===== src/rtl/pip_pkg.sv =====
// Package for the prefixed integer parser: types, character and radix codes,
// and the digit, prefix and radix-scaling functions shared by the datapath.
// Depends on nothing.
package pip_pkg;

   typedef logic [63:0] value_type;
   typedef logic [7:0]  char_type;
   typedef logic [4:0]  radix_type;

   typedef enum logic [1:0] {
      POS_START,
      POS_SIGN,
      POS_FIRST,
      POS_REST
   } position_type;

   localparam char_type CHAR_MINUS   = 8'h2D;
   localparam char_type CHAR_ZERO    = 8'h30;
   localparam char_type CHAR_LOWER_A = 8'h61;
   localparam char_type CHAR_LOWER_Z = 8'h7A;
   localparam char_type CASE_OFFSET  = 8'h20;
   localparam char_type CHAR_X       = 8'h58;
   localparam char_type CHAR_O       = 8'h4F;
   localparam char_type CHAR_Q       = 8'h51;
   localparam char_type CHAR_T       = 8'h54;
   localparam char_type CHAR_B       = 8'h42;

   localparam radix_type RADIX_NONE = 5'd0;
   localparam radix_type RADIX_BIN  = 5'd2;
   localparam radix_type RADIX_TERN = 5'd3;
   localparam radix_type RADIX_QUAT = 5'd4;
   localparam radix_type RADIX_OCT  = 5'd8;
   localparam radix_type RADIX_DEC  = 5'd10;
   localparam radix_type RADIX_HEX  = 5'd16;

   typedef struct packed {
      value_type value;
      logic      negative;
      logic      wide;
   } finish_type;

   function automatic value_type digit_of(char_type c);
      logic signed [7:0] t;
      logic signed [7:0] v;
      t = signed'(c - CHAR_ZERO);
      v = t;
      if (t > 8'sd16) begin
         if (t < 8'sd23) begin
            v = t - 8'sd7;
         end else begin
            v = t - 8'sd39;
         end
      end
      return {{56{v[7]}}, v};
   endfunction

   function automatic radix_type prefix_radix(char_type c);
      char_type  u;
      radix_type r;
      u = (c >= CHAR_LOWER_A && c <= CHAR_LOWER_Z) ? c - CASE_OFFSET : c;
      case (u)
         CHAR_X:  r = RADIX_HEX;
         CHAR_O:  r = RADIX_OCT;
         CHAR_Q:  r = RADIX_QUAT;
         CHAR_T:  r = RADIX_TERN;
         CHAR_B:  r = RADIX_BIN;
         default: r = RADIX_NONE;
      endcase
      return r;
   endfunction

   // The radix register only ever holds one of the six supported bases.
   function automatic value_type scale(value_type a, radix_type r);
      value_type p;
      case (r)
         RADIX_BIN:  p = a << 1;
         RADIX_TERN: p = (a << 1) + a;
         RADIX_QUAT: p = a << 2;
         RADIX_OCT:  p = a << 3;
         RADIX_HEX:  p = a << 4;
         default:    p = (a << 3) + (a << 1);
      endcase
      return p;
   endfunction

endpackage


===== src/rtl/pip_accum.sv =====
// Parser state machine and accumulator: consumes one registered character per
// cycle unless a last one meets a full output slot; hands magnitudes to the formatting stage. Uses pip_pkg.
module pip_accum (
   input  logic                 clock,
   input  logic                 reset,
   input  logic                 in_valid,
   input  pip_pkg::char_type    in_char,
   input  logic                 in_last,
   input  logic                 wide,
   output logic                 in_ready,
   input  logic                 fin_ready,
   output logic                 fin_valid,
   output pip_pkg::finish_type  fin
);
   import pip_pkg::*;

   position_type pos_ff, pos_in;
   logic         neg_ff, neg_in;
   logic         lz_ff, lz_in;
   radix_type    radix_ff, radix_in;
   value_type    acc_ff, acc_in;
   logic         fin_valid_ff, fin_valid_in;
   finish_type   fin_ff, fin_in;

   logic         out_free;
   logic         take;
   value_type    mac;
   radix_type    pr;

   assign out_free  = !fin_valid_ff || fin_ready;
   assign in_ready  = !in_last || out_free;
   assign take      = in_valid && in_ready;
   assign mac       = scale(acc_ff, radix_ff) + digit_of(in_char);
   assign pr        = prefix_radix(in_char);
   assign fin_valid = fin_valid_ff;
   assign fin       = fin_ff;

   always_comb begin
      pos_in       = pos_ff;
      neg_in       = neg_ff;
      lz_in        = lz_ff;
      radix_in     = radix_ff;
      acc_in       = acc_ff;
      fin_in       = fin_ff;
      fin_valid_in = fin_valid_ff && !fin_ready;
      if (take) begin
         unique case (pos_ff)
            POS_START: begin
               if (in_char == CHAR_MINUS) begin
                  neg_in = 1'b1;
                  pos_in = POS_SIGN;
               end else begin
                  lz_in  = (in_char == CHAR_ZERO);
                  acc_in = mac;
                  pos_in = POS_FIRST;
               end
            end
            POS_SIGN: begin
               lz_in  = (in_char == CHAR_ZERO);
               acc_in = mac;
               pos_in = POS_FIRST;
            end
            POS_FIRST: begin
               if (lz_ff && !in_last && pr != RADIX_NONE) begin
                  radix_in = pr;
               end else begin
                  acc_in = mac;
               end
               pos_in = POS_REST;
            end
            POS_REST: begin
               acc_in = mac;
               pos_in = POS_REST;
            end
            default: begin
               pos_in = POS_START;
            end
         endcase
         if (in_last) begin
            fin_in.value    = acc_in;
            fin_in.negative = neg_in;
            fin_in.wide     = wide;
            fin_valid_in    = 1'b1;
            pos_in          = POS_START;
            neg_in          = 1'b0;
            lz_in           = 1'b0;
            radix_in        = RADIX_DEC;
            acc_in          = '0;
         end
      end
   end

   always_ff @(posedge clock) begin
      if (reset) begin
         pos_ff       <= POS_START;
         neg_ff       <= 1'b0;
         lz_ff        <= 1'b0;
         radix_ff     <= RADIX_DEC;
         acc_ff       <= '0;
         fin_valid_ff <= 1'b0;
      end else begin
         pos_ff       <= pos_in;
         neg_ff       <= neg_in;
         lz_ff        <= lz_in;
         radix_ff     <= radix_in;
         acc_ff       <= acc_in;
         fin_valid_ff <= fin_valid_in;
      end
   end

   always_ff @(posedge clock) begin
      fin_ff <= fin_in;
   end

endmodule


===== src/rtl/pip_format.sv =====
// Result stage: applies the sign, wraps to 32 bits when asked, and holds the
// response register toward the consumer. Uses pip_pkg.
module pip_format (
   input  logic                 clock,
   input  logic                 reset,
   input  logic                 fin_valid,
   input  pip_pkg::finish_type  fin,
   output logic                 fin_ready,
   output logic                 rsp_valid,
   input  logic                 rsp_ready,
   output logic signed [63:0]   rsp_value
);
   import pip_pkg::*;

   logic      valid_ff, valid_in;
   value_type value_ff, value_in;
   value_type signed_value;
   logic      load;

   assign fin_ready    = !valid_ff || rsp_ready;
   assign load         = fin_valid && fin_ready;
   assign signed_value = fin.negative ? (~fin.value + 64'd1) : fin.value;
   assign rsp_valid    = valid_ff;
   assign rsp_value    = signed'(value_ff);

   always_comb begin
      valid_in = load ? 1'b1 : (valid_ff && !rsp_ready);
      value_in = value_ff;
      if (load) begin
         if (fin.wide) begin
            value_in = signed_value;
         end else begin
            value_in = {{32{signed_value[31]}}, signed_value[31:0]};
         end
      end
   end

   always_ff @(posedge clock) begin
      if (reset) begin
         valid_ff <= 1'b0;
      end else begin
         valid_ff <= valid_in;
      end
   end

   always_ff @(posedge clock) begin
      value_ff <= value_in;
   end

endmodule


===== src/rtl/prefixed_integer_parser_unit.sv =====
// Prefixed integer parser: request and response channels use valid/ready.
// Each request carries one ASCII character and a last-character mark; the
// response carries the signed 64-bit value parsed from the whole string and
// appears only for a request marked last. A leading minus negates the value,
// and a zero followed by X, O, Q, T or B (either case, not last) selects
// base 16, 8, 4, 3 or 2; otherwise base 10 is used.
// The csr port writes the single width register: 0 wraps results to 32 bits
// and sign-extends them, 1 keeps all 64 bits. The user must write it only
// while idle; the block does not enforce this. Throughput is one request per
// cycle while the consumer keeps up. A request passes an input register, the
// accumulate stage and the response register, in that order. The accumulator
// update is one shift-add by the radix plus the digit, the loop that sets the
// cycle time. When the consumer stalls, the response register holds, one more
// finished value waits in the accumulate stage, and requests keep flowing until a
// further last character arrives. Reset clears the parse state, the width
// register and all valid flags; no response is pending after reset.
module prefixed_integer_parser_unit (
   input  logic                 clock,
   input  logic                 reset,
   input  logic                 csr_write_enable,
   input  logic                 csr_write_data,
   input  logic                 req_valid,
   output logic                 req_ready,
   input  pip_pkg::char_type    req_char_code,
   input  logic                 req_last_char,
   output logic                 rsp_valid,
   input  logic                 rsp_ready,
   output logic signed [63:0]   rsp_parsed_value
);
   import pip_pkg::*;

   logic       wide_ff, wide_in;
   logic       in_valid_ff, in_valid_in;
   char_type   in_char_ff, in_char_in;
   logic       in_last_ff, in_last_in;
   logic       accum_ready;
   logic       fin_valid;
   logic       fin_ready;
   finish_type fin;

   assign req_ready = !in_valid_ff || accum_ready;

   always_comb begin
      wide_in     = csr_write_enable ? csr_write_data : wide_ff;
      in_valid_in = req_valid ? 1'b1 : (in_valid_ff && !accum_ready);
      in_char_in  = in_char_ff;
      in_last_in  = in_last_ff;
      if (req_valid && req_ready) begin
         in_char_in = req_char_code;
         in_last_in = req_last_char;
      end
      if (!req_ready) begin
         in_valid_in = 1'b1;
      end
   end

   always_ff @(posedge clock) begin
      if (reset) begin
         wide_ff     <= 1'b0;
         in_valid_ff <= 1'b0;
      end else begin
         wide_ff     <= wide_in;
         in_valid_ff <= in_valid_in;
      end
   end

   always_ff @(posedge clock) begin
      in_char_ff <= in_char_in;
      in_last_ff <= in_last_in;
   end

   pip_accum u_accum (
      .clock     (clock),
      .reset     (reset),
      .in_valid  (in_valid_ff),
      .in_char   (in_char_ff),
      .in_last   (in_last_ff),
      .wide      (wide_ff),
      .in_ready  (accum_ready),
      .fin_ready (fin_ready),
      .fin_valid (fin_valid),
      .fin       (fin)
   );

   pip_format u_format (
      .clock     (clock),
      .reset     (reset),
      .fin_valid (fin_valid),
      .fin       (fin),
      .fin_ready (fin_ready),
      .rsp_valid (rsp_valid),
      .rsp_ready (rsp_ready),
      .rsp_value (rsp_parsed_value)
   );

endmodule


===== config.mk =====
export PLATFORM = sky130hd
export DESIGN_NAME = prefixed_integer_parser_unit
export DESIGN_NICKNAME = d
export VERILOG_FILES = /design/src/rtl/pip_pkg.sv /design/src/rtl/pip_accum.sv /design/src/rtl/pip_format.sv /design/src/rtl/prefixed_integer_parser_unit.sv
export SDC_FILE = /design/constraint.sdc
export NUM_CORES = 1
export LEC_CHECK = 0
export ABC_CLOCK_PERIOD_IN_PS = 16000
export BUFFER_PORTS_ARGS = -buffer_cell sky130_fd_sc_hd__buf_2
export CAP_MARGIN = 25
export CORE_ASPECT_RATIO = 1.75
export CORE_MARGIN = 2
export CORE_UTILIZATION = 35
export DETAILED_ROUTE_END_ITERATION = 10
export PLACE_DENSITY_LB_ADDON = 0.3
export SLEW_MARGIN = 20
export SYNTH_ARGS = -nofsm -noshare
export SYNTH_HDL_FRONTEND = slang
export SYNTH_SLANG_ARGS = --single-unit

===== constraint.sdc =====
create_clock -name clock -period 16 [get_ports clock]
set_input_delay 1.6 -clock clock [delete_from_list [all_inputs] [get_ports clock]]
set_output_delay 1.6 -clock clock [all_outputs]
set_load 0.05 [all_outputs]

==> flow_summary.ini, run 1 <==
[power]
swShare_pct = 43.2
combPwrFrac_pct = 47.7
p_sw_mw = 1.09
p_seq_share_pct = 30.3
ir_drop_mv = 0.0868
clkPwrFrac_pct = 22.0
internal_power_mw = 1.43
finalPower_mw = 2.52
power_density_mw_per_mm2 = 105
power_leakage_nw = 9.48

[logic_synthesis]
syn_area_sq_mm = 0.0220
synth_ff_type = edfxtp_1
synth_nets = 2886
synth.distinct_cells = 86
yosys-top-cells-area = edfxtp_1 19%, ha_1 11%, dfxtp_1 7.0%
yosys-top-cells-count = 269 x a21oi_1, 225 x nand2_1, 197 x ha_1
yosys_warnings = 0
synth_cells = 2671
synth_top_area_cell = edfxtp_1
yosysSeqAreaShare_pct = 26.0
synth-seq-cells = 216
yosysTopAreaCellShare_pct = 19.0
synth_edf_count = 139
syn_area_per_cell_sq_um = 8.24
synthArstFlopShare_pct = 0
yosysMostFrequentCell = a21oi_1

[place]
dp_hpwl_um = 59800
io_buffers = 80
gp_congestion = 0.963
pre_cts_slack_ps = 8820

[cts]
clock_path_buffers = 3
clkTransAtPathRegs_ps = 70
root_buffer = clkbuf_16
clk_latency_ps = 550
postCtsSetupBuffers = 0
ctsHoldBuffers = 0
ctsResizeCount = 0
htreeDepth = 1
clkSinkCount = 216
cts_tree = built
cts_buffers = 25

[floorplanning]
die_y_um = 336
die_area_sq_mm = 0.0650
io_pins = 81
fp-row-count = 121
core_area_sq_mm = 0.0622
die_x_um = 194
initial_core_util_pct = 35.4

[final_layout]
area_growth_pct = 8.73
num-fill-cells = 6344
multi_input_area_sq_mm = 0.0155
drive_above_1_share_pct = 8.38
register_area_sq_mm = 0.00572
fin_util_pct = 38.5
finalNetCount = 2881
insertedDiodeCount = 0

[timing]
fin_crit_sh_pct = 45.9
finalSetupTns_ps = 0
fmax_mhz = 136
slew_violations = 0
final.setup_skew_ps = 32.9
fin_ws_ps = 8660
holdWs_ps = 452
worstMarginPinSlew_ps = 991
fin_crit_ps = 7340
rsz0062_at_grt = false
max-slew-margin-rel_pct = 33.1
hold_viol_final = 0
setup_viol = 0

[detailed_routing]
dr.pass1.iters = 6
vias = 21400
ant_nets = 0
initialDrtViolationCount = 1390
viasPerCell = 6.14
wire_per_inst_um = 21.9
wirelength_um = 76400
drc = 0

[setup_path]
crit_path_max_fanout = 10
critPathLaunchType = flip-flop
criticalPathCategory = flip-flop to flip-flop
cp.arrival_ps = 7610
crit_required_ps = 16280
end_kind = flip-flop

[hold_path]
min_path_type = flip-flop to flip-flop

[status]
status = finished, final reports clean

[global_routing]
antenna_found_initial = 0
grt.overflow.total = 0
grt_pass1_wl_um = 117000
groute.usage.overall_pct = 22.6
grt_pass1_vias = 21200
grt_max_degree = 68

[run]
maxCapViolCount = 0
==> cell usage in the layout, fill, tap and decap left out, drive strengths merged, types with 18 or more instances in the layout <==
cell / netlist / routed
a221oi: 25 / 25
xor2: 109 / 109
o31ai: 27 / 27
ha: 197 / 197
a22o: 42 / 42
dfxtp: 77 / 77
xnor2: 139 / 139
nand2b: 27 / 27
buf: 10 / 112
a21o: 88 / 88
a31oi: 28 / 28
nand2: 225 / 225
o221ai: 24 / 24
mux2: 29 / 29
nor3: 39 / 39
o21ai: 190 / 190
a211oi: 36 / 36
edfxtp: 139 / 139
a21oi: 269 / 269
a22oi: 121 / 121
inv: 68 / 71
nor2b: 22 / 22
o21bai: 36 / 36
nand4: 46 / 46
nor2: 187 / 187
o41ai: 23 / 23
clkbuf: 134 / 34
nand3: 60 / 60
or3: 18 / 18
==> stage by stage <==
| stage | instance area [sq um] | cells |
|---|---|---|
| 3_5_place_dp | 23100 | 3438 |
| 2_1_floorplan | 22000 | 2671 |
| 3_3_place_gp | 23100 | 3437 |
| 5_1_grt | 23900 | 3484 |
| 4_1_cts | 23900 | 3484 |
| 6_report | 23900 | 3484 |
==> state kept, by name (all words and copies together), names as in the netlist <==
signal / count
u_accum.lz_ff: 1
wide_ff: 1
u_accum.fin: 66
u_accum.acc_ff: 64
u_accum.pos_ff: 2
in_char_ff: 8
in_last_ff: 1
u_accum.neg_ff: 1
u_format.rsp_value: 64
in_valid_ff: 1
u_accum.radix_ff: 5
u_accum.fin_valid: 1
u_format.rsp_valid: 1
==> logic make-up after synthesis <==
group                      synth area share [%]
and+or+nand+nor                            16.1
buffers and inverters                      3.62
DFF                                        26.0
muxes                                      1.85
adders and majority gates                  11.5
AOI/OAI and AO/OA                          31.1
xor gates and xnor gates                   9.87
==> worst max-delay path, cell delays in order (launching register included) <==
cell and delay, ps:
dfxtp_1 430, ha_1 250, inv_1 70, fa_1 220
nand2b_1 190, a21oi_1 120, o21ai_0 430, nand2_1 190
a311oi_1 480, nor2b_1 100, o21ai_0 180, nand2b_1 110
a31oi_1 200, xor2_1 370, o2111ai_1 170, ha_1 430
and4_1 240, and3_1 250, nand2_1 80, a211oi_1 240
a311oi_1 130, and2_1 230, o41ai_1 920, a21boi_0 310
o21ai_0 320, xor2_1 150, mux2_2 280
==> power groups by stage <==
stage | Sequential (mW) | Clock [mW] | Combinational [mW]
2_1_floorplan | 0.757 | 0 | 0.826
3_3_place_gp | 0.774 | 0 | 1.19
3_5_place_dp | 0.775 | 0 | 1.20
4_1_cts | 0.764 | 0.566 | 1.20
5_1_grt | 0.770 | 0.587 | 1.31
6_report | 0.765 | 0.554 | 1.20
==> metal layers <==
| metal | up-vias | part of all wire [%] | global-route usage, % |
|---|---|---|---|
| met2 | 659 | 54 | 44.4 |
| met4 | 0 | 9.6 | 18.7 |
| met1 | 10200 | 33 | 21.1 |
| met3 | 288 | 2.9 | 1.62 |
| met5 | - | 0 | 0 |
| li1 | 10200 | - | - |
==> area by class of cell <==
| type | count | share of cell area, % |
|---|---|---|
| clock buffer | 34 | 2.84 |
| clock inverter | 12 | 0.444 |
| inverter | 68 | 1.07 |
| multi-input combinational | 2243 | 64.9 |
| sequential | 216 | 23.9 |
| tap | 799 | 4.18 |
| timing repair buffer | 112 | 2.67 |
==> final timing paths <==
check	from	end	slack (ps)	depth (start not counted)
hold / removal	wide_ff	u_accum.fin[0]	450	0
setup / recovery	u_accum.acc_ff[1]	u_accum.fin[61]	8660	26
hold reg to reg	wide_ff	u_accum.fin[0]	450	0
setup reg to reg	u_accum.acc_ff[1]	u_accum.fin[61]	8660	26
Note: power is estimated with default switching activity, not from simulation.
==> inputs of run 2 (changes only) <==
--- a/config.mk
+++ b/config.mk
@@ -5,7 +5,7 @@
 export SDC_FILE = /design/constraint.sdc
 export NUM_CORES = 1
 export LEC_CHECK = 0
-export ABC_CLOCK_PERIOD_IN_PS = 16000
+export ABC_CLOCK_PERIOD_IN_PS = 6900
 export BUFFER_PORTS_ARGS = -buffer_cell sky130_fd_sc_hd__buf_2
 export CAP_MARGIN = 25
 export CORE_ASPECT_RATIO = 1.75
==> constraint.sdc (replaced) <==
create_clock -name clock -period 6.9 [get_ports clock]
set_input_delay 0.69 -clock clock [delete_from_list [all_inputs] [get_ports clock]]
set_output_delay 0.69 -clock clock [all_outputs]
set_load 0.05 [all_outputs]
==> run 2 against run 1 <==
Effect of this change:
- die area unchanged
- register-to-register slack got worse by 8300 ps
- sequential power increased by 130%
- cell area up 2.4%
- fmax grew 12%
- largest cell class unchanged
- combinational power rose by 140%
- critical endpoint is now u_accum.fin[65]
- routed wire length increased by 4.4%
- sequential cell count stayed put
- power is 140% higher
==> flow_summary.ini, run 2 (same netlist as run 1, synthesis figures left out) <==
[status]
status = finished, final reports clean

[place]
gp_congestion = 0.989
dpl.cell_count = 3500
dp_hpwl_um = 63200
io_buffers = 80

[detailed_routing]
wirelength_um = 79800
vias = 21500
drc = 0
wire_per_inst_um = 22.5
initialDrtViolationCount = 1249
viasPerCell = 6.06
ant_nets = 0
dr.pass1.iters = 7

[final_layout]
fin_cells = 3553
drive_above_1_share_pct = 10.8
mostFrequentLayoutCell = a21oi_1
final_cell_mix = 269 x a21oi_1, 225 x nand2_1, 197 x ha_1, 185 x nor2_1, 177 x o21ai_0
area_growth_pct = 11.3
largest_reg_flops = 66
insertedDiodeCount = 0
finalNetCount = 2950

[setup_path]
crit_path_max_fanout = 8
cp.arrival_ps = 6840
critPathLaunchType = flip-flop
end_kind = flip-flop
crit_required_ps = 7190
criticalPathCategory = flip-flop to flip-flop

[timing]
worstMarginPinSlew_ps = 1120
finalSetupTns_ps = 0
fmax_mhz = 153
fin_crit_ps = 6550
setup_viol = 0
hold_viol_final = 0
final.setup_skew_ps = 18.4
slew_violations = 0
rsz0062_at_grt = true
fin_crit_sh_pct = 94.9
max-slew-margin-rel_pct = 24.7

[cts]
clkTransAtPathRegs_ps = 60
clkSinkCount = 216
root_buffer = clkbuf_16
clock_path_buffers = 3
clk_latency_ps = 550
htreeDepth = 1
cts_buffers = 25
cts_tree = built
ctsHoldBuffers = 0

[floorplanning]
fp-row-count = 121
initial_core_util_pct = 35.4
core_area_sq_mm = 0.0622
io_pins = 81
die_area_sq_mm = 0.0650
die_y_um = 336
die_x_um = 194

[power]
power_leakage_nw = 9.86
ir_drop_mv = 0.249
power_density_mw_per_mm2 = 244

[global_routing]
groute.usage.overall_pct = 23.7
antenna_found_initial = 0
grt.overflow.total = 0
grt_max_degree = 68
grt_pass1_wl_um = 122000
grt_pass1_vias = 21400

[run]
maxCapViolCount = 0

[hold_path]
min_path_type = input pin to flip-flop
-- run 2: cell types whose count changed in the layout (fill, tap and decap cells not counted), sizes merged --
cell | before | now
bufinv | 1 | 2
clkbuf | 34 | 31
inv | 71 | 72
clkinv | 7 | 8
buf | 112 | 181
-- run 2: per-layer routing --
| layer | part of all wire (%) | vias to the layer above | GRT usage [%] |
|---|---|---|---|
| li1 | - | 10300 | - |
| met1 | 33 | 10200 | 21.6 |
| met2 | 52 | 638 | 45.0 |
| met3 | 2.7 | 313 | 1.76 |
| met4 | 12 | 0 | 24.7 |
| met5 | 0 | - | 0 |
-- run 2: stage by stage --
step | setup WS, ps | cell area [sq um] | hold WS, ps | utilization, % | total power [mW]
after floorplan | 256 | 22000 | 408 | - | 3.67
after detailed placement | 230 | 23600 | 423 | 38.0 | 4.63
after CTS | 206 | 24400 | 299 | 39.3 | 5.97
final | 354 | 24500 | 318 | 39.4 | 5.98
after global routing | -13.3 | 24500 | 297 | 39.4 | 6.31
after global placement | 358 | 23600 | 418 | 38.0 | 4.62
-- run 2: repair_timing --
action | 4_1_cts | 5_1_grt
gates resized for setup | 0 | 5
buffers inserted | 0 | 7
endpoints found under the setup margin | 0 | 5
-- run 2: layout make-up --
| cell class | count | area (sq um) |
|---|---|---|
| fillers | 6352 | 37700 |
| multi-input cells | 2243 | 15500 |
| flip-flops and latches | 216 | 5720 |
| repair buffers | 181 | 1170 |
| well taps | 799 | 1000 |
| clock buffers | 31 | 658 |
| inverters | 68 | 255 |
| clock inverters | 15 | 150 |
-- run 2: critical path, cell delays in order (launching register included) --
cell and delay [ps]:
dfxtp_1 560, buf_4 270, ha_1 290, nand4_1 170, or4_1 570, a2111oi_0 630
nor2_1 240, o21ai_0 610, a211oi_1 170, or3_1 470, o21ai_0 230, xnor2_1 150
a2bb2oi_1 100, ha_1 330, a21o_1 160, a21oi_1 140, nor2b_1 60, a311o_1 330
a31oi_1 180, xnor2_1 150, xnor2_1 160, mux2_2 300
-- run 2: final timing paths --
path / from / end / slack [ps] / depth (start not counted)
worst max register to register: u_accum.acc_ff[19] / u_accum.fin[65] / 350 / 21
worst min register to register: wide_ff / u_accum.fin[0] / 440 / 0
worst min-delay path: req_last_char / in_last_ff / 320 / 1
worst max-delay path: u_accum.acc_ff[19] / u_accum.fin[65] / 350 / 21
-- run 2: power breakdown --
part           internal, mW  switching [mW]
Sequential             1.58           0.185
Combinational          1.08            1.81
Clock                 0.761           0.563
